==> config.mk <==
export PLATFORM = sky130hd
export DESIGN_NAME = text_console_writer
export DESIGN_NICKNAME = d
export VERILOG_FILES = /design/src/rtl/core/tcw_pkg.sv /design/src/rtl/core/tcw_ctrl.sv /design/src/rtl/core/tcw_dp.sv /design/src/rtl/core/text_console_writer.sv
export SDC_FILE = /design/constraint.sdc
export NUM_CORES = 1
export LEC_CHECK = 0
export BUFFER_PORTS_ARGS = -buffer_cell sky130_fd_sc_hd__buf_2
export CAP_MARGIN = 10
export CORE_MARGIN = 2
export CORE_UTILIZATION = 41
export CTS_CLUSTER_SIZE = 28
export DETAILED_ROUTE_END_ITERATION = 6
export GPL_TIMING_DRIVEN = 0
export SLEW_MARGIN = 20
export SYNTH_ARGS = -nofsm -noshare
export SYNTH_HDL_FRONTEND = slang
export SYNTH_SLANG_ARGS = --single-unit
==> constraint.sdc <==
create_clock -name clk -period 2.7 [get_ports clk]
set_clock_uncertainty 0.05 [all_clocks]
set_input_delay 0.405 -clock clk [delete_from_list [all_inputs] [get_ports clk]]
set_output_delay 0.405 -clock clk [all_outputs]
set_load 0.03 [all_outputs]
==> src/rtl/core/tcw_pkg.sv <==
`timescale 1ns / 1ps
`default_nettype none
// ----------------------------------------------------------------------------
// tcw_pkg
// Shared constants, codes and command/status types of the text console writer.
// ----------------------------------------------------------------------------
package tcw_pkg;

    localparam int DEF_COLS   = 80;
    localparam int DEF_ROWS   = 25;

    localparam int ROW_W      = 5;
    localparam int COL_W      = 7;
    localparam int ADDR_W     = 11;
    // Wide enough for row*COLS+col over the whole parameter range.
    localparam int PROD_W     = 12;
    localparam int NUM_W      = 32;
    localparam int NUM_DIGITS = 10;
    localparam int BCD_W      = 4 * NUM_DIGITS;
    localparam int CONV_CNT_W = $clog2(NUM_W);
    localparam int DIG_CNT_W  = $clog2(NUM_DIGITS + 1);

    localparam logic [1:0] OP_CHAR    = 2'd0;
    localparam logic [1:0] OP_NUM_FIX = 2'd1;
    localparam logic [1:0] OP_NUM_MIN = 2'd2;
    localparam logic [1:0] OP_UNUSED  = 2'd3;

    localparam logic [1:0] SEL_CHAR    = 2'd0;
    localparam logic [1:0] SEL_DIGIT   = 2'd1;
    localparam logic [1:0] SEL_NEWLINE = 2'd2;

    localparam logic [7:0] NEWLINE_CODE = 8'd10;
    localparam logic [7:0] DIGIT_ZERO   = 8'd48;
    localparam logic [7:0] NUM_COLOUR   = 8'd15;

    typedef struct packed {
        logic       load;       // capture the accepted item
        logic       conv_step;  // one binary-to-decimal shift step
        logic       skip;       // drop a leading zero digit
        logic       emit;       // produce one result
        logic [1:0] sel;        // source of the emitted character
        logic       last;       // final result of the item
    } cmd_t;

    typedef struct packed {
        logic slot_free;        // output register can take a result
        logic msd_zero;         // leading decimal digit is zero
    } status_t;

endpackage
`default_nettype wire

==> src/rtl/core/tcw_ctrl.sv <==
`timescale 1ns / 1ps
`default_nettype none
// ----------------------------------------------------------------------------
// tcw_ctrl
// Sequencer: accepts items, runs the decimal conversion and orders the results.
// ----------------------------------------------------------------------------
module tcw_ctrl
(
    input  wire logic              clk,
    input  wire logic              rst_n,
    input  wire logic              in_valid,
    output logic                   in_ready,
    input  wire logic [1:0]        operation,
    output tcw_pkg::cmd_t          cmd,
    input  wire tcw_pkg::status_t  st
);
    import tcw_pkg::*;

    localparam logic [2:0] S_IDLE  = 3'd0;
    localparam logic [2:0] S_CHAR  = 3'd1;
    localparam logic [2:0] S_CONV  = 3'd2;
    localparam logic [2:0] S_SKIP  = 3'd3;
    localparam logic [2:0] S_DIGIT = 3'd4;
    localparam logic [2:0] S_NEWLN = 3'd5;

    logic [2:0]            state_reg, state_next;
    logic [CONV_CNT_W-1:0] conv_cnt_reg, conv_cnt_next;
    logic [DIG_CNT_W-1:0]  dig_cnt_reg, dig_cnt_next;
    logic                  min_reg, min_next;
    logic                  accept;

    assign in_ready = (state_reg == S_IDLE);
    assign accept   = in_valid && in_ready;

    always_comb
    begin
        state_next    = state_reg;
        conv_cnt_next = conv_cnt_reg;
        dig_cnt_next  = dig_cnt_reg;
        min_next      = min_reg;
        cmd           = '0;
        cmd.sel       = SEL_CHAR;
        case (state_reg)
            S_IDLE:
            begin
                if (accept)
                begin
                    cmd.load      = 1'b1;
                    conv_cnt_next = '0;
                    dig_cnt_next  = DIG_CNT_W'(NUM_DIGITS);
                    min_next      = (operation == OP_NUM_MIN);
                    case (operation)
                        OP_CHAR:    state_next = S_CHAR;
                        OP_NUM_FIX: state_next = S_CONV;
                        OP_NUM_MIN: state_next = S_CONV;
                        OP_UNUSED:  state_next = S_IDLE;
                        default:    state_next = S_IDLE;
                    endcase
                end
            end
            S_CHAR:
            begin
                if (st.slot_free)
                begin
                    cmd.emit   = 1'b1;
                    cmd.sel    = SEL_CHAR;
                    cmd.last   = 1'b1;
                    state_next = S_IDLE;
                end
            end
            S_CONV:
            begin
                cmd.conv_step = 1'b1;
                conv_cnt_next = conv_cnt_reg + 1'b1;
                if (conv_cnt_reg == CONV_CNT_W'(NUM_W - 1))
                begin
                    state_next = min_reg ? S_SKIP : S_DIGIT;
                end
            end
            S_SKIP:
            begin
                // The last digit is always printed, so zero comes out as '0'.
                if (st.msd_zero && (dig_cnt_reg > DIG_CNT_W'(1)))
                begin
                    cmd.skip     = 1'b1;
                    dig_cnt_next = dig_cnt_reg - 1'b1;
                end
                else
                begin
                    state_next = S_DIGIT;
                end
            end
            S_DIGIT:
            begin
                if (st.slot_free)
                begin
                    cmd.emit     = 1'b1;
                    cmd.sel      = SEL_DIGIT;
                    dig_cnt_next = dig_cnt_reg - 1'b1;
                    if (dig_cnt_reg == DIG_CNT_W'(1))
                    begin
                        state_next = S_NEWLN;
                    end
                end
            end
            S_NEWLN:
            begin
                if (st.slot_free)
                begin
                    cmd.emit   = 1'b1;
                    cmd.sel    = SEL_NEWLINE;
                    cmd.last   = 1'b1;
                    state_next = S_IDLE;
                end
            end
            default:
            begin
                state_next = S_IDLE;
            end
        endcase
    end

    always_ff @(posedge clk or negedge rst_n)
    begin
        if (!rst_n)
        begin
            state_reg <= S_IDLE;
        end
        else
        begin
            state_reg <= state_next;
        end
    end

    always_ff @(posedge clk)
    begin
        conv_cnt_reg <= conv_cnt_next;
        dig_cnt_reg  <= dig_cnt_next;
        min_reg      <= min_next;
    end

    a_emit_needs_slot: assert property (@(posedge clk) disable iff (!rst_n)
        cmd.emit |-> st.slot_free)
        else $error("result emitted while the output register is occupied");

    a_number_starts_conv: assert property (@(posedge clk) disable iff (!rst_n)
        (accept && (operation == OP_NUM_FIX || operation == OP_NUM_MIN))
        |=> (state_reg == S_CONV && conv_cnt_reg == '0))
        else $error("number item did not start the conversion");

    a_skip_only_minimal: assert property (@(posedge clk) disable iff (!rst_n)
        cmd.skip |-> (min_reg && dig_cnt_reg > DIG_CNT_W'(1)))
        else $error("digit dropped outside minimal form");

    a_last_ends_item: assert property (@(posedge clk) disable iff (!rst_n)
        (cmd.emit && cmd.last) |=> (state_reg == S_IDLE))
        else $error("item did not end after its final result");

endmodule
`default_nettype wire

==> src/rtl/core/tcw_dp.sv <==
`timescale 1ns / 1ps
`default_nettype none
// ----------------------------------------------------------------------------
// tcw_dp
// Datapath: cursor, shift-add-3 decimal converter and the output register.
// ----------------------------------------------------------------------------
module tcw_dp
#(
    parameter int COLS = tcw_pkg::DEF_COLS,
    parameter int ROWS = tcw_pkg::DEF_ROWS
)
(
    input  wire logic                       clk,
    input  wire logic                       rst_n,
    input  wire logic [7:0]                 char_code,
    input  wire logic [7:0]                 attribute,
    input  wire logic [tcw_pkg::NUM_W-1:0]  number,
    input  wire tcw_pkg::cmd_t              cmd,
    output tcw_pkg::status_t                st,
    output logic                            out_valid,
    input  wire logic                       out_ready,
    output logic                            write_valid,
    output logic [tcw_pkg::ADDR_W-1:0]      cell_address,
    output logic [15:0]                     cell_word,
    output logic                            off_screen,
    output logic                            last
);
    import tcw_pkg::*;

    logic [ROW_W-1:0]  row_reg, row_next;
    logic [COL_W-1:0]  col_reg, col_next;
    logic [7:0]        char_reg, char_next;
    logic [7:0]        attr_reg, attr_next;
    logic [NUM_W-1:0]  num_reg, num_next;
    logic [BCD_W-1:0]  bcd_reg, bcd_next;
    logic [BCD_W-1:0]  bcd_adj;

    logic              ov_reg, ov_next;
    logic              wv_reg, wv_next;
    logic [ADDR_W-1:0] addr_reg, addr_next;
    logic [15:0]       word_reg, word_next;
    logic              off_reg, off_next;
    logic              last_reg, last_next;

    logic [7:0]        em_char;
    logic [7:0]        em_attr;
    logic              off_now;
    logic [COL_W:0]    col_inc;
    logic [PROD_W-1:0] lin_addr;
    logic [ROW_W-1:0]  row_adv;
    logic [3:0]        msd;

    assign msd          = bcd_reg[BCD_W-1 -: 4];
    assign st.slot_free = !ov_reg || out_ready;
    assign st.msd_zero  = (msd == 4'd0);

    // Add three to every digit of five or more before the shift.
    always_comb
    begin
        for (int i = 0; i < NUM_DIGITS; i++)
        begin
            if (bcd_reg[4*i +: 4] >= 4'd5)
            begin
                bcd_adj[4*i +: 4] = bcd_reg[4*i +: 4] + 4'd3;
            end
            else
            begin
                bcd_adj[4*i +: 4] = bcd_reg[4*i +: 4];
            end
        end
    end

    always_comb
    begin
        case (cmd.sel)
            SEL_CHAR:
            begin
                em_char = char_reg;
                em_attr = attr_reg;
            end
            SEL_DIGIT:
            begin
                em_char = DIGIT_ZERO + {4'd0, msd};
                em_attr = NUM_COLOUR;
            end
            SEL_NEWLINE:
            begin
                em_char = NEWLINE_CODE;
                em_attr = NUM_COLOUR;
            end
            default:
            begin
                em_char = NEWLINE_CODE;
                em_attr = NUM_COLOUR;
            end
        endcase
    end

    assign off_now  = (row_reg >= ROW_W'(ROWS));
    assign col_inc  = {1'b0, col_reg} + 1'b1;
    assign lin_addr = PROD_W'(row_reg) * PROD_W'(COLS) + PROD_W'(col_reg);
    // The row stops at ROWS once the cursor has left the screen.
    assign row_adv  = off_now ? ROW_W'(ROWS) : row_reg + 1'b1;

    always_comb
    begin
        row_next  = row_reg;
        col_next  = col_reg;
        char_next = char_reg;
        attr_next = attr_reg;
        num_next  = num_reg;
        bcd_next  = bcd_reg;
        ov_next   = ov_reg;
        wv_next   = wv_reg;
        addr_next = addr_reg;
        word_next = word_reg;
        off_next  = off_reg;
        last_next = last_reg;

        if (cmd.load)
        begin
            char_next = char_code;
            attr_next = attribute;
            num_next  = number;
            bcd_next  = '0;
        end
        else if (cmd.conv_step)
        begin
            bcd_next = {bcd_adj[BCD_W-2:0], num_reg[NUM_W-1]};
            num_next = {num_reg[NUM_W-2:0], 1'b0};
        end
        else if (cmd.skip)
        begin
            bcd_next = {bcd_reg[BCD_W-5:0], 4'd0};
        end

        if (out_ready)
        begin
            ov_next = 1'b0;
        end

        if (cmd.emit)
        begin
            ov_next   = 1'b1;
            last_next = cmd.last;
            off_next  = off_now;
            wv_next   = 1'b0;
            addr_next = '0;
            word_next = '0;
            if (cmd.sel == SEL_DIGIT)
            begin
                bcd_next = {bcd_reg[BCD_W-5:0], 4'd0};
            end
            if (em_char == NEWLINE_CODE)
            begin
                row_next = row_adv;
                col_next = '0;
            end
            else
            begin
                if (!off_now)
                begin
                    wv_next   = 1'b1;
                    addr_next = lin_addr[ADDR_W-1:0];
                    word_next = {em_attr, em_char};
                end
                if (col_inc >= (COL_W+1)'(COLS))
                begin
                    row_next = row_adv;
                    col_next = '0;
                end
                else
                begin
                    col_next = col_inc[COL_W-1:0];
                end
            end
        end
    end

    always_ff @(posedge clk or negedge rst_n)
    begin
        if (!rst_n)
        begin
            row_reg <= '0;
            col_reg <= '0;
            ov_reg  <= 1'b0;
        end
        else
        begin
            row_reg <= row_next;
            col_reg <= col_next;
            ov_reg  <= ov_next;
        end
    end

    always_ff @(posedge clk)
    begin
        char_reg <= char_next;
        attr_reg <= attr_next;
        num_reg  <= num_next;
        bcd_reg  <= bcd_next;
        wv_reg   <= wv_next;
        addr_reg <= addr_next;
        word_reg <= word_next;
        off_reg  <= off_next;
        last_reg <= last_next;
    end

    assign out_valid    = ov_reg;
    assign write_valid  = wv_reg;
    assign cell_address = addr_reg;
    assign cell_word    = word_reg;
    assign off_screen   = off_reg;
    assign last         = last_reg;

    a_no_write_off_screen: assert property (@(posedge clk) disable iff (!rst_n)
        (ov_reg && wv_reg) |-> !off_reg)
        else $error("cell write flagged off screen");

    a_row_saturates: assert property (@(posedge clk) disable iff (!rst_n)
        row_reg <= ROW_W'(ROWS))
        else $error("cursor row past the saturation point");

    a_col_in_line: assert property (@(posedge clk) disable iff (!rst_n)
        (COL_W+1)'(col_reg) < (COL_W+1)'(COLS))
        else $error("cursor column past the line end");

    a_held_result: assert property (@(posedge clk) disable iff (!rst_n)
        (ov_reg && !out_ready) |=> (ov_reg && $stable(word_reg) && $stable(last_reg)))
        else $error("stalled result changed");

endmodule
`default_nettype wire

==> src/rtl/core/text_console_writer.sv <==
`timescale 1ns / 1ps
`default_nettype none
// ----------------------------------------------------------------------------
// text_console_writer
// Text console writer with a row/column cursor and decimal number printing.
// ----------------------------------------------------------------------------
//  Channel  Handshake             Payload
//  in       in_valid / in_ready   operation, char_code, attribute, number
//  out      out_valid / out_ready write_valid, cell_address, cell_word,
//                                 off_screen, last
//
//  A character item is accepted, then gives one result.
//  A number item is accepted and then runs 32 steps of the bit-serial
//  shift-add-3 converter; the minimal form then drops leading zeros one at
//  a time until it finds the first printed digit, and each result then
//  passes through the single output register.
//  A new item is accepted only once the previous one has issued all results.
//  Reset clears the cursor to row 0, column 0 and empties the output register.
//  A low out_ready holds the pending result and stalls the next result until it is taken.
// ----------------------------------------------------------------------------
module text_console_writer
#(
    parameter int COLS = tcw_pkg::DEF_COLS,
    parameter int ROWS = tcw_pkg::DEF_ROWS
)
(
    input  wire logic                       clk,
    input  wire logic                       rst_n,
    input  wire logic                       in_valid,
    output logic                            in_ready,
    input  wire logic [1:0]                 operation,
    input  wire logic [7:0]                 char_code,
    input  wire logic [7:0]                 attribute,
    input  wire logic [tcw_pkg::NUM_W-1:0]  number,
    output logic                            out_valid,
    input  wire logic                       out_ready,
    output logic                            write_valid,
    output logic [tcw_pkg::ADDR_W-1:0]      cell_address,
    output logic [15:0]                     cell_word,
    output logic                            off_screen,
    output logic                            last
);
    import tcw_pkg::*;

    cmd_t    cmd;
    status_t st;

    tcw_ctrl u_ctrl
    (
        .clk       (clk),
        .rst_n     (rst_n),
        .in_valid  (in_valid),
        .in_ready  (in_ready),
        .operation (operation),
        .cmd       (cmd),
        .st        (st)
    );

    tcw_dp
    #(
        .COLS (COLS),
        .ROWS (ROWS)
    )
    u_dp
    (
        .clk          (clk),
        .rst_n        (rst_n),
        .char_code    (char_code),
        .attribute    (attribute),
        .number       (number),
        .cmd          (cmd),
        .st           (st),
        .out_valid    (out_valid),
        .out_ready    (out_ready),
        .write_valid  (write_valid),
        .cell_address (cell_address),
        .cell_word    (cell_word),
        .off_screen   (off_screen),
        .last         (last)
    );

endmodule
`default_nettype wire
Word level (Yosys, flattened, before mapping)
Index checks and enable logic that the tools add are counted.

cells by class
  add/subtract/negate cells = 16
  $mul = 1
  order comparisons = 13
  eq/ne operators = 19
  mux-type cells = 52
  bitwise gates (word level) = 1
  reduce and logical (&&, ||, !) cells = 22

operators with widths
  cell                 count
  $mux 40              5
  $mux 32              2
  $mux 4               15
  $ge 4x3->1 const B   10
  $add 4x2->4 const B  9
  $mux 3               9
  $mux 5               4
  $pmux 3 s3           2
  $pmux 8 s2           1
  $pmux 3 s5           1
  $mux 7               2
  $pmux 4 s3           1
  $add 11x7->11        1
  $add 5x1->5 const B  2
  $pmux 5 s2           1
  $add 7x1->8 const B  1
  $eq 8x4->1 const B   1
  $ge 8x7->1 const B   1
  $mux 1               8
  $ne 2x1->1 const B   4
  $reduce_bool 2->1    4
  $add 6x4->7 const A  1
  $mul 5x3->7 const B  1
  $eq 3x2->1 const B   2
  other kinds (25)     36

storage, ports and cells
  flip-flop bits (word level) = 144
  word-level logic and storage cells = 141

Logic depth before layout (Yosys ltp)
Gate-level depths: netlist of run 1.

  depth after elaboration = 9
  gate-level depth with buffers = 9
  mapped depth without buffers = 8

Modules after synthesis
From an unflattened synthesis of run 1, not the netlist that was laid out.

second synthesis, totals
  cells, all modules = 724
  area total of the unflattened synthesis = 7748.7 um^2

modules (own cells, without submodules)
  module    instances  cells each  area each (um^2)  sequential area each (um^2)
  tcw_dp    1          644         6916.6            3468.3
  tcw_ctrl  1          80          832.0             375.4

Worst setup path before layout of run 1
Ideal clock, no wire load.

  kind = reg-to-reg
  start point = register u_ctrl.state_reg[1]
  end point = register u_dp.num_reg[0] (enable)
  setup time = 389 ps
  arrival = 2589 ps
  required time = 2261 ps
  path slack = -329 ps
  cell stages (with the launch flop) = 5
  path buffers = 1
  path through = dfrtp_1 nor3_1 nand2_1 clkbuf_1 nand2_1

on the way
  word-level cells in the longest chain between the ends = 5
  elaborated cells between the ends (all ways) = 7
  those cells by class = 1 x eq/ne; 3 x mux; 3 x reduce/logical

RTL lines
  element                        RTL line                   RTL
  start, declared                tcw_ctrl.sv:26             logic [2:0] state_reg, state_next;
  start signal, assigned         tcw_ctrl.sv:131            state_reg <= state_next;
  $logic_not 3->1 *              tcw_ctrl.sv:32             assign in_ready = (state_reg == S_IDLE);
  via in_ready                   text_console_writer.sv:30  output logic in_ready,
  $logic_and 1x1->1              tcw_ctrl.sv:33             assign accept = in_valid && in_ready;
  $mux 1                         tcw_ctrl.sv:46             if (accept)
  $mux 1 *                       tcw_ctrl.sv:43             case (state_reg)
  $reduce_bool 2->1 (no line) *  n/a
  end signal, assigned           tcw_dp.sv:200              num_reg <= num_next;
  end, declared                  tcw_dp.sv:34               logic [NUM_W-1:0] num_reg, num_next;

The timed path passes the listed nets; every way through them passes the cells marked *.
A chain may end at the register's enable or synchronous reset.

Worst setup path after layout of run 1
  start point = register u_dp.row_reg[1]
  end point = register u_dp.addr_reg[10] (netlist: u_dp.cell_address[10]) (data pin)

on the way
  word-level cells in the longest chain between the ends = 2
  elaborated cells between the ends (all ways) = 4
  those cells by class = 1 x add/sub; 1 x mul; 1 x order compare; 1 x reduce/logical

RTL lines
  element                                                  RTL line                     RTL
  start, declared                                          tcw_dp.sv:30                 logic [ROW_W-1:0] row_reg, row_next;
  start signal, assigned                                   tcw_dp.sv:190                row_reg <= row_next;
  $mul 5x3->7 / $ge 5x5->1 (equally long branches)         tcw_dp.sv:101, tcw_dp.sv:99
  $add 11x7->11 / $reduce_or 2->1 (equally long branches)  n/a
  end signal, assigned                                     tcw_dp.sv:203                addr_reg <= addr_next;
  end, declared                                            tcw_dp.sv:40                 logic [ADDR_W-1:0] addr_reg, addr_next;

Several ways; a longest one is shown, not always the timed one.

==> results.cfg, run 1 <==
[logic_synthesis]
yosys_warnings = 0
async_flop_share_pct = 11.1
synth-edff-count = 88
synthesis.area_mm2 = 0.00722
avgSynthCellArea_um2 = 9.75
synth_cells = 740
ys_ff_latch = 144
ys.flop_type = edfxtp_1
synth_seq_area_share_pct = 53.3
ys_types = 59
syn-num-nets = 835

[power]
p_sw_share_pct = 39.6
combPwrFrac_pct = 37.5
p_sw_uw = 4020
seqPwrFrac_pct = 40.0
leakage_uw = 0.00339
design_power_total_uw = 10200
p_per_area_mw_per_mm2 = 1190
vdd_drop_max_mv = 0.607
pwr-share-clk_pct = 22.5
internal-power_uw = 6130

[timing]
period_needed_ns = 2.50
relSlewSlack_pct = 49.5
fmax_ghz = 0.400
finalMaxSlewViolations = 0
hold_viol = 0
rsz0062_at_grt = false
setup_violations = 0
tightest_slew_ns = 0.756
min_period_over_period_pct = 92.5

[floorplan]
core_mm2 = 0.0172
io_pins = 86
start_util_pct = 41.9
rows = 48
die_h_um = 137
die_w_um = 137
dieArea_mm2 = 0.0187

[cells_and_area]
drive_gt1_share_pct = 15.7
final_common_cell = nand2_1
mostFrequentLayoutCells = 161 x nand2_1, 91 x buf_2, 88 x edfxtp_1, 62 x o21ai_0, 45 x nor2_1
fin_area_mm2 = 0.00852
diodes = 0
layout.nets = 940
largest_reg_flops = 40
syn2layout_area_growth_pct = 18.0
fin_util_pct = 49.4
fillers = 1605

[clock_network]
numCtsBuffers = 17
clkSlewWorstSetupHoldPaths_ns = 0.06
clkLatencyLatePin_ns = 0.43
cts_tree = yes
clock-sinks = 144
post_cts_buffers = 0
h-tree-depth = 4
ctsLongestPathBuffers = 2
cts-root-buf = clkbuf_16

[route]
wl_um = 15500
first_iter_violations = 314
wl_per_cell_um = 14.3
drc = 0
drt-pass1-iter-count = 7
via_per_inst = 5.19
vias = 5623
ant_nets = 0

[place]
dp_hpwl_um = 10700
dpl-instance-area_mm2 = 0.00793
routabilityCongestion = 0.814
port_buffers = 85

[global_route]
grt_pass1_wl_um = 25800
grt_pass1_vias = 5327
grt_remaining_overflow = 0
antenna_found_initial = 0
grt_max_degree = 38
grt_use_total_pct = 17.6

[setup_path]
crit_arrival_ns = 2.63
cp.required_ns = 2.83
crit_path_end_kind = flop
worstSetupPathType = flop to flop
start_kind = flop
cp_max_fo = 7

[run]
max_cap_viol_count = 0

[status]
outcome = complete, no violations

[hold_path]
min_path_type = primary input to flop
-- through the flow --
step | setup slack [ns] | hold WS, ns | std cells | TNS [ns]
2_1_floorplan | 0.0446 | 0.0594 | 740 | 0
3_3_place_gp | -0.534 | 0.330 | 1050 | -18.55
6_report | 0.202 | 0.103 | 1083 | 0
3_5_place_dp | -0.0484 | 0.325 | 1050 | -1.50
4_1_cts | 0.174 | 0.0886 | 1083 | 0
5_1_grt | 0.0659 | 0.0870 | 1083 | 0
-- cell type report --
| type | instances | area, um^2 | area share [%] |
|---|---|---|---|
| clock buffer | 18 | 429 | 5.04 |
| tap | 225 | 282 | 3.30 |
| timing repair buffer | 86 | 435 | 5.11 |
| clock inverter | 14 | 141 | 1.66 |
| sequential | 144 | 3840 | 45.1 |
| inverter | 37 | 139 | 1.63 |
| buffer | 27 | 128 | 1.50 |
| multi-input combinational | 532 | 3120 | 36.6 |
-- power groups by stage --
| stage | Clock (uW) | Sequential [uW] | Combinational [uW] |
|---|---|---|---|
| after CTS | 2340 | 4060 | 3860 |
| after floorplan | 0 | 4370 | 2470 |
| after global routing | 2440 | 4180 | 4320 |
| after global placement | 0 | 4100 | 3810 |
| final | 2290 | 4060 | 3810 |
| after detailed placement | 0 | 4100 | 3840 |
-- cells by family after synthesis --
family | after synthesis | share of synthesized area [%]
mux | 1 | 0.156
fa+ha+maj | 41 | 7.32
simple gates | 299 | 18.8
flops | 144 | 53.3
compound gates | 171 | 14.4
buf+inv | 64 | 3.69
xor+xnor | 20 | 2.43
-- worst max-delay path: stages (launching register included) --
cell       delay, ns
dfrtp_1         0.45
ha_1            0.32
ha_1            0.23
fa_1            0.38
xor2_1          0.24
o2111ai_1       0.18
xor2_1          0.18
xnor2_1         0.17
nor2_1          0.05
-- synth_stat cells (10+ instances only) --
cell,count,area [um^2]
dfrtp_1,16,400
inv_1,35,131
nand2_1,162,608
ha_1,39,488
nand2b_1,12,75.1
xnor2_1,15,131
nor2_1,45,169
o211ai_1,10,75.1
edfxtp_1,88,2640
a22oi_1,20,150
a21oi_1,41,205
dfxtp_1,40,801
o21ai_0,62,310
nor3_1,18,90.1
clkbuf_1,17,63.8
and3_1,19,119
nand3_1,15,75.1
-- layer usage --
layer / routed length, um / GRT usage [%] / share of wire (%) / up-vias
met3: 777 / 3.96 / 5.0 / 19
met1: 7460 / 23.6 / 48 / 2634
li1: - / - / - / 2835
met2: 7060 / 28.0 / 45 / 135
met4: 234 / 6.19 / 1.5 / 0
met5: 0 / 0 / 0 / -
-- repair_timing --
| item | CTS | global route |
|---|---|---|
| hold buffers | 1 | 0 |
| setup endpoints to repair | 32 | 0 |
| endpoints found under the hold margin | 16 | 0 |
| resized for setup | 1 | 0 |
-- final timing paths --
path                                                  start                                  end  slack (ns)  depth (start not counted)
worst min register to register     u_dp.bcd_reg[25]$_DFF_P_             u_dp.bcd_reg[29]$_DFF_P_        0.47                          2
max in group asynchronous                             rst_n          u_dp.col_reg[4]$_DFFE_PN0P_        1.85                          2
min in group asynchronous                             rst_n      u_ctrl.state_reg[1]$_DFFE_PN0P_        0.42                          2
worst max register to register  u_dp.row_reg[1]$_DFFE_PN0P_  u_dp.cell_address[10]$_SDFFCE_PP0P_        0.20                          8
worst min-delay path                           attribute[6]           u_dp.attr_reg[6]$_DFFE_PP_        0.10                          1
worst max-delay path            u_dp.row_reg[1]$_DFFE_PN0P_  u_dp.cell_address[10]$_SDFFCE_PP0P_        0.20                          8
Note: power is estimated with default switching activity, not from simulation.
==> run 2, diff against run 1 <==
Settings changed: ABC_AREA from default to 1, CORE_UTILIZATION 41 to 40.
==> results.cfg, run 2 <==
[status]
outcome = complete, no violations

[timing]
relSlewSlack_pct = 49.8
fmax_ghz = 0.407
tightest_slew_ns = 0.750
finalMaxSlewViolations = 0
min_period_over_period_pct = 90.9
whs_ns = 0.0982
period_needed_ns = 2.46
setup_violations = 0
hold_viol = 0
rsz0062_at_grt = false

[setup_path]
cp_max_fo = 32
crit_path_end_kind = flop
r2r_start = u_ctrl.state_reg[2]$_DFFE_PN0P_
crit_arrival_ns = 2.41
startpoint = u_ctrl.state_reg[2]$_DFFE_PN0P_
cp.required_ns = 2.66
cp-endpoint = u_dp.num_reg[7]$_DFFE_PP_
start_kind = flop
worstSetupPathType = flop to flop
r2r_setup_slack_ns = 0.24
rr_worst_depth = 7
r2r-end = u_dp.num_reg[7]$_DFFE_PP_

[clock_network]
ctsLongestPathBuffers = 2
post_cts_buffers = 0
clkSlewWorstSetupHoldPaths_ns = 0.06
cts_tree = yes
cts-root-buf = clkbuf_16
clock-sinks = 144
clkLatencyLatePin_ns = 0.43
h-tree-depth = 4
numCtsBuffers = 17

[route]
wl_um = 18300
drt-pass1-iter-count = 5
drc = 0
ant_nets = 0
vias = 6435
via_per_inst = 4.94
first_iter_violations = 438
wl_per_cell_um = 14.1

[power]
p_per_area_mw_per_mm2 = 1160
internal-power_uw = 6240
vdd_drop_max_mv = 0.527
p_sw_share_pct = 41.3
pwr-share-clk_pct = 22.3
combPwrFrac_pct = 40.9
leakage_uw = 0.00412
p_sw_uw = 4380
seqPwrFrac_pct = 36.8

[run]
max_cap_viol_count = 0

[cells_and_area]
drive_gt1_share_pct = 15.7
layout.nets = 1119
diodes = 0
syn2layout_area_growth_pct = 17.3
fillers = 1913
largest_reg_flops = 40
final_common_cell = nand2_1
mostFrequentLayoutCells = 230 x nand2_1, 111 x o21ai_0, 104 x inv_1, 96 x buf_2, 88 x edfxtp_1
final_cells = 1302

[logic_synthesis]
ys_ff_latch = 144
ys_types = 36
synth_cells = 919
synth_common_cells = 231 x nand2_1, 111 x o21ai_0, 104 x inv_1
yosys.area.top_type = edfxtp_1
synthesis.area_mm2 = 0.00779
synth.area.top_cells = edfxtp_1 34%, nand2_1 11%, dfxtp_1 10%, o21ai_0 7.1%, ha_1 6.3%
synth_seq_area_share_pct = 49.3
ys.flop_type = edfxtp_1
yosys_warnings = 0
yosys.area.top_type_share_pct = 33.9
synth.most_common_cell = nand2_1
async_flop_share_pct = 11.1
avgSynthCellArea_um2 = 8.48
syn-num-nets = 1014
synth-edff-count = 88

[global_route]
grtUsageMet2_pct = 28.9
met3_usage_pct = 3.13
antenna_found_initial = 0
grt_max_degree = 40
grt_use_total_pct = 18.2
grt_pass1_vias = 5860
grt_pass1_wl_um = 29400
grt_remaining_overflow = 0
grt_use_met1_pct = 24.7
top_usage_layer = met2

[floorplan]
dieArea_mm2 = 0.0206
io_pins = 86
die_h_um = 144
core_mm2 = 0.0193
rows = 51
die_w_um = 144
start_util_pct = 40.4

[hold_path]
min_path_type = primary input to flop

[place]
port_buffers = 85
dp_hpwl_um = 12500
routabilityCongestion = 0.838
placedCellCount = 1269
==> run 2: cell types whose count changed after synthesis, sizes merged, moves of 19 or more <==
cell	change
inv	+71
nand2	+75
and3	-19
nand3	+30
nor2	+26
o21ai	+56
a22oi	-20
==> run 2: cell families (layout without fill, tap and decap cells) <==
logic type	after synthesis	count (layout)	synth area share [%]
AO/OA/AOI/OAI	211	211	14.7
XOR/XNOR	9	9	1.01
adder cells (fa/ha/maj)	41	41	6.78
buffers and inverters	143	261	8.27
flip-flops	144	144	49.3
AND/OR/NAND/NOR	371	371	19.9
==> run 2: how the worst min path moves through the flow <==
stage	from	to	cells after the start
4_1_cts	attribute[6]	u_dp.attr_reg[6]$_DFFE_PP_	1
5_1_grt	attribute[7]	u_dp.attr_reg[7]$_DFFE_PP_	1
3_3_place_gp	rst_n	u_ctrl.state_reg[0]$_DFFE_PN0P_	1
3_5_place_dp	rst_n	u_ctrl.state_reg[0]$_DFFE_PN0P_	1
2_1_floorplan	rst_n	u_ctrl.state_reg[0]$_DFFE_PN0P_	0
6_report	attribute[6]	u_dp.attr_reg[6]$_DFFE_PP_	1
==> run 2: timing repair <==
item,4_1_cts,5_1_grt
hold buffers,1,0
endpoints found under the hold margin,16,0
gates resized for setup,0,0
==> run 2: worst max-delay path: stages (launching register included) <==
cell	delay, ns
dfrtp_1	0.40
buf_4	0.20
inv_1	0.05
nand2_1	0.07
inv_1	0.08
nand2_2	0.21
buf_1	0.39
nand2_2	0.55
==> run 2: power groups by stage <==
stage | Clock (uW) | Sequential, uW | Combinational [uW]
final | 2370 | 3910 | 4350
after global routing | 2490 | 4010 | 4970
after CTS | 2410 | 3910 | 4360
after detailed placement | 0 | 3950 | 4340
after global placement | 0 | 3950 | 4280
after floorplan | 0 | 4230 | 2880
==> run 2: per-layer routing <==
| metal | routed length (um) | vias to the layer above |
|---|---|---|
| met4 | 316 | 0 |
| met3 | 849 | 22 |
| met1 | 8780 | 2959 |
| met2 | 8370 | 162 |
| li1 | - | 3292 |
| met5 | 0 | - |
==> run 2: metrics by stage <==
stage          utilization (%)  setup WS [ns]  area (um^2)  power, uW  TNS, ns
2_1_floorplan                -          0.222         7790       7120        0
3_3_place_gp              44.4         -0.227         8550       8220    -7.23
3_5_place_dp              44.4          0.213         8550       8290        0
4_1_cts                   47.4          0.198         9140      10700        0
5_1_grt                   47.4         0.0721         9140      11500        0
6_report                  47.4          0.245         9140      10600        0
==> run 2: area by class of cell <==
cell class,instances,area [um^2],share of cell area (%)
well taps,265,332,3.63
plain buffers,36,243,2.66
clock inverters,15,154,1.68
clock buffers,17,425,4.65
inverters,107,402,4.39
repair buffers,86,435,4.76
flip-flops and latches,144,3840,42.1
multi-input cells,632,3300,36.2
==> run 3, diff against run 2 <==
Settings changed: ABC_AREA 1 to default.
==> results.cfg, run 3 (same netlist as run 1, synthesis figures left out) <==
[timing]
rsz0062_at_grt = false
finalMaxSlewViolations = 0
period_needed_ns = 2.47
relSlewSlack_pct = 49.5
hold_viol = 0
min_period_over_period_pct = 91.3
fmax_ghz = 0.405
tightest_slew_ns = 0.757
whs_ns = 0.113
setup_violations = 0

[setup_path]
worstSetupPathType = flop to flop
crit_arrival_ns = 2.49
cp.required_ns = 2.72
crit_path_end_kind = flop
cp_max_fo = 32
start_kind = flop

[global_route]
grt_use_total_pct = 17.4
grt_remaining_overflow = 0
grt_pass1_vias = 5519
grt_pass1_wl_um = 27400
grt_max_degree = 38
antenna_found_initial = 0

[place]
placedCellCount = 1054
port_buffers = 85
routabilityCongestion = 0.814
dp_hpwl_um = 11000

[cells_and_area]
final_common_cell = nand2_1
drive_gt1_share_pct = 15.6
mostFrequentLayoutCells = 161 x nand2_1, 91 x buf_2, 88 x edfxtp_1, 62 x o21ai_0, 45 x nor2_1
layout.nets = 940
diodes = 0
largest_reg_flops = 40
final_cells = 1087
syn2layout_area_growth_pct = 18.4

[clock_network]
post_cts_buffers = 0
cts-root-buf = clkbuf_16
h-tree-depth = 4
clkLatencyLatePin_ns = 0.42
clkSlewWorstSetupHoldPaths_ns = 0.06
numCtsBuffers = 17
clock-sinks = 144
ctsLongestPathBuffers = 2
cts_tree = yes

[run]
max_cap_viol_count = 0

[status]
outcome = complete, no violations

[route]
via_per_inst = 5.21
ant_nets = 0
wl_per_cell_um = 14.6
first_iter_violations = 377
drc = 0
drt-pass1-iter-count = 5
wl_um = 15900
vias = 5668

[floorplan]
core_mm2 = 0.0178
die_h_um = 138
rows = 49
start_util_pct = 40.5
io_pins = 86
die_w_um = 138
dieArea_mm2 = 0.0191

[power]
p_per_area_mw_per_mm2 = 1210
design_power_total_uw = 10300
leakage_uw = 0.00340
vdd_drop_max_mv = 0.731

[hold_path]
min_path_type = primary input to flop
run 3: changes by cell type in the layout (fill, tap and decap cells not counted), sizes merged, moves of 18 or more:
cell / previous run / this run
nand2: 238 / 163
and3: 0 / 19
o21ai: 120 / 64
nor2: 73 / 47
inv: 115 / 38
a22oi: 0 / 20
buf: 113 / 95
nand3: 45 / 15
run 3: path summary, 6_finish.rpt:
path	from	end	slack [ns]	cells after the start
max	u_ctrl.state_reg[0]$_DFFE_PN0P_	u_dp.num_reg[3]$_DFFE_PP_	0.23	5
min	attribute[5]	u_dp.attr_reg[5]$_DFFE_PP_	0.11	1
max reg2reg	u_ctrl.state_reg[0]$_DFFE_PN0P_	u_dp.num_reg[3]$_DFFE_PP_	0.23	5
min reg2reg	u_dp.bcd_reg[21]$_DFF_P_	u_dp.bcd_reg[25]$_DFF_P_	0.47	2
max in group asynchronous	rst_n	u_dp.out_valid$_DFFE_PN0P_	1.88	2
min in group asynchronous	rst_n	u_dp.row_reg[3]$_DFFE_PN0P_	0.42	2
run 3: stage by stage:
step                      TNS, ns  area [um^2]  util (%)  setup WS, ns
after detailed placement   -0.312         7940      44.5       -0.0120
after global routing            0         8550      47.9        0.0516
after global placement     -17.51         7940      44.5        -0.502
final                           0         8550      47.9         0.234
after CTS                       0         8550      47.9         0.200
after floorplan                 0         7220         -        0.0446
run 3: critical path: stages, from the launching register on:
cell      delay, ns
dfrtp_1        0.43
buf_2          0.21
nor2_2         0.25
nand2_1        0.34
clkbuf_1       0.37
nand2_4        0.43
run 3: layout make-up:
class                           instances  area (um^2)
Tap cell                              229          287
Sequential cell                       144         3840
Clock inverter                         12          160
Inverter                               37          139
Clock buffer                           20          437
Fill cell                            1687         9290
Timing Repair Buffer                   86          435
Buffer                                 27          128
Multi-Input combinational cell        532         3120
run 3: where the power goes:
group / internal, uW / leakage (uW) / switching, uW
registers: 3510 / 0.00134 / 566
clock network: 1460 / 0.000279 / 924
logic: 1280 / 0.00177 / 2570
total: 6240 / 0.00340 / 4070
run 3: timing repair:
action                                  4_1_cts  5_1_grt
hold endpoints to repair                     16        0
hold buffers                                  1        0
endpoints found under the setup margin       32        0
resized for setup                             1        0
run 3: per-layer routing:
| layer | vias to the layer above | global-route usage [%] | share of wire, % |
|---|---|---|---|
| met5 | - | 0 | 0 |
| met4 | 0 | 5.75 | 1.6 |
| met3 | 26 | 4.40 | 3.4 |
| met2 | 114 | 27.0 | 46 |
| met1 | 2701 | 24.0 | 49 |
| li1 | 2827 | - | - |
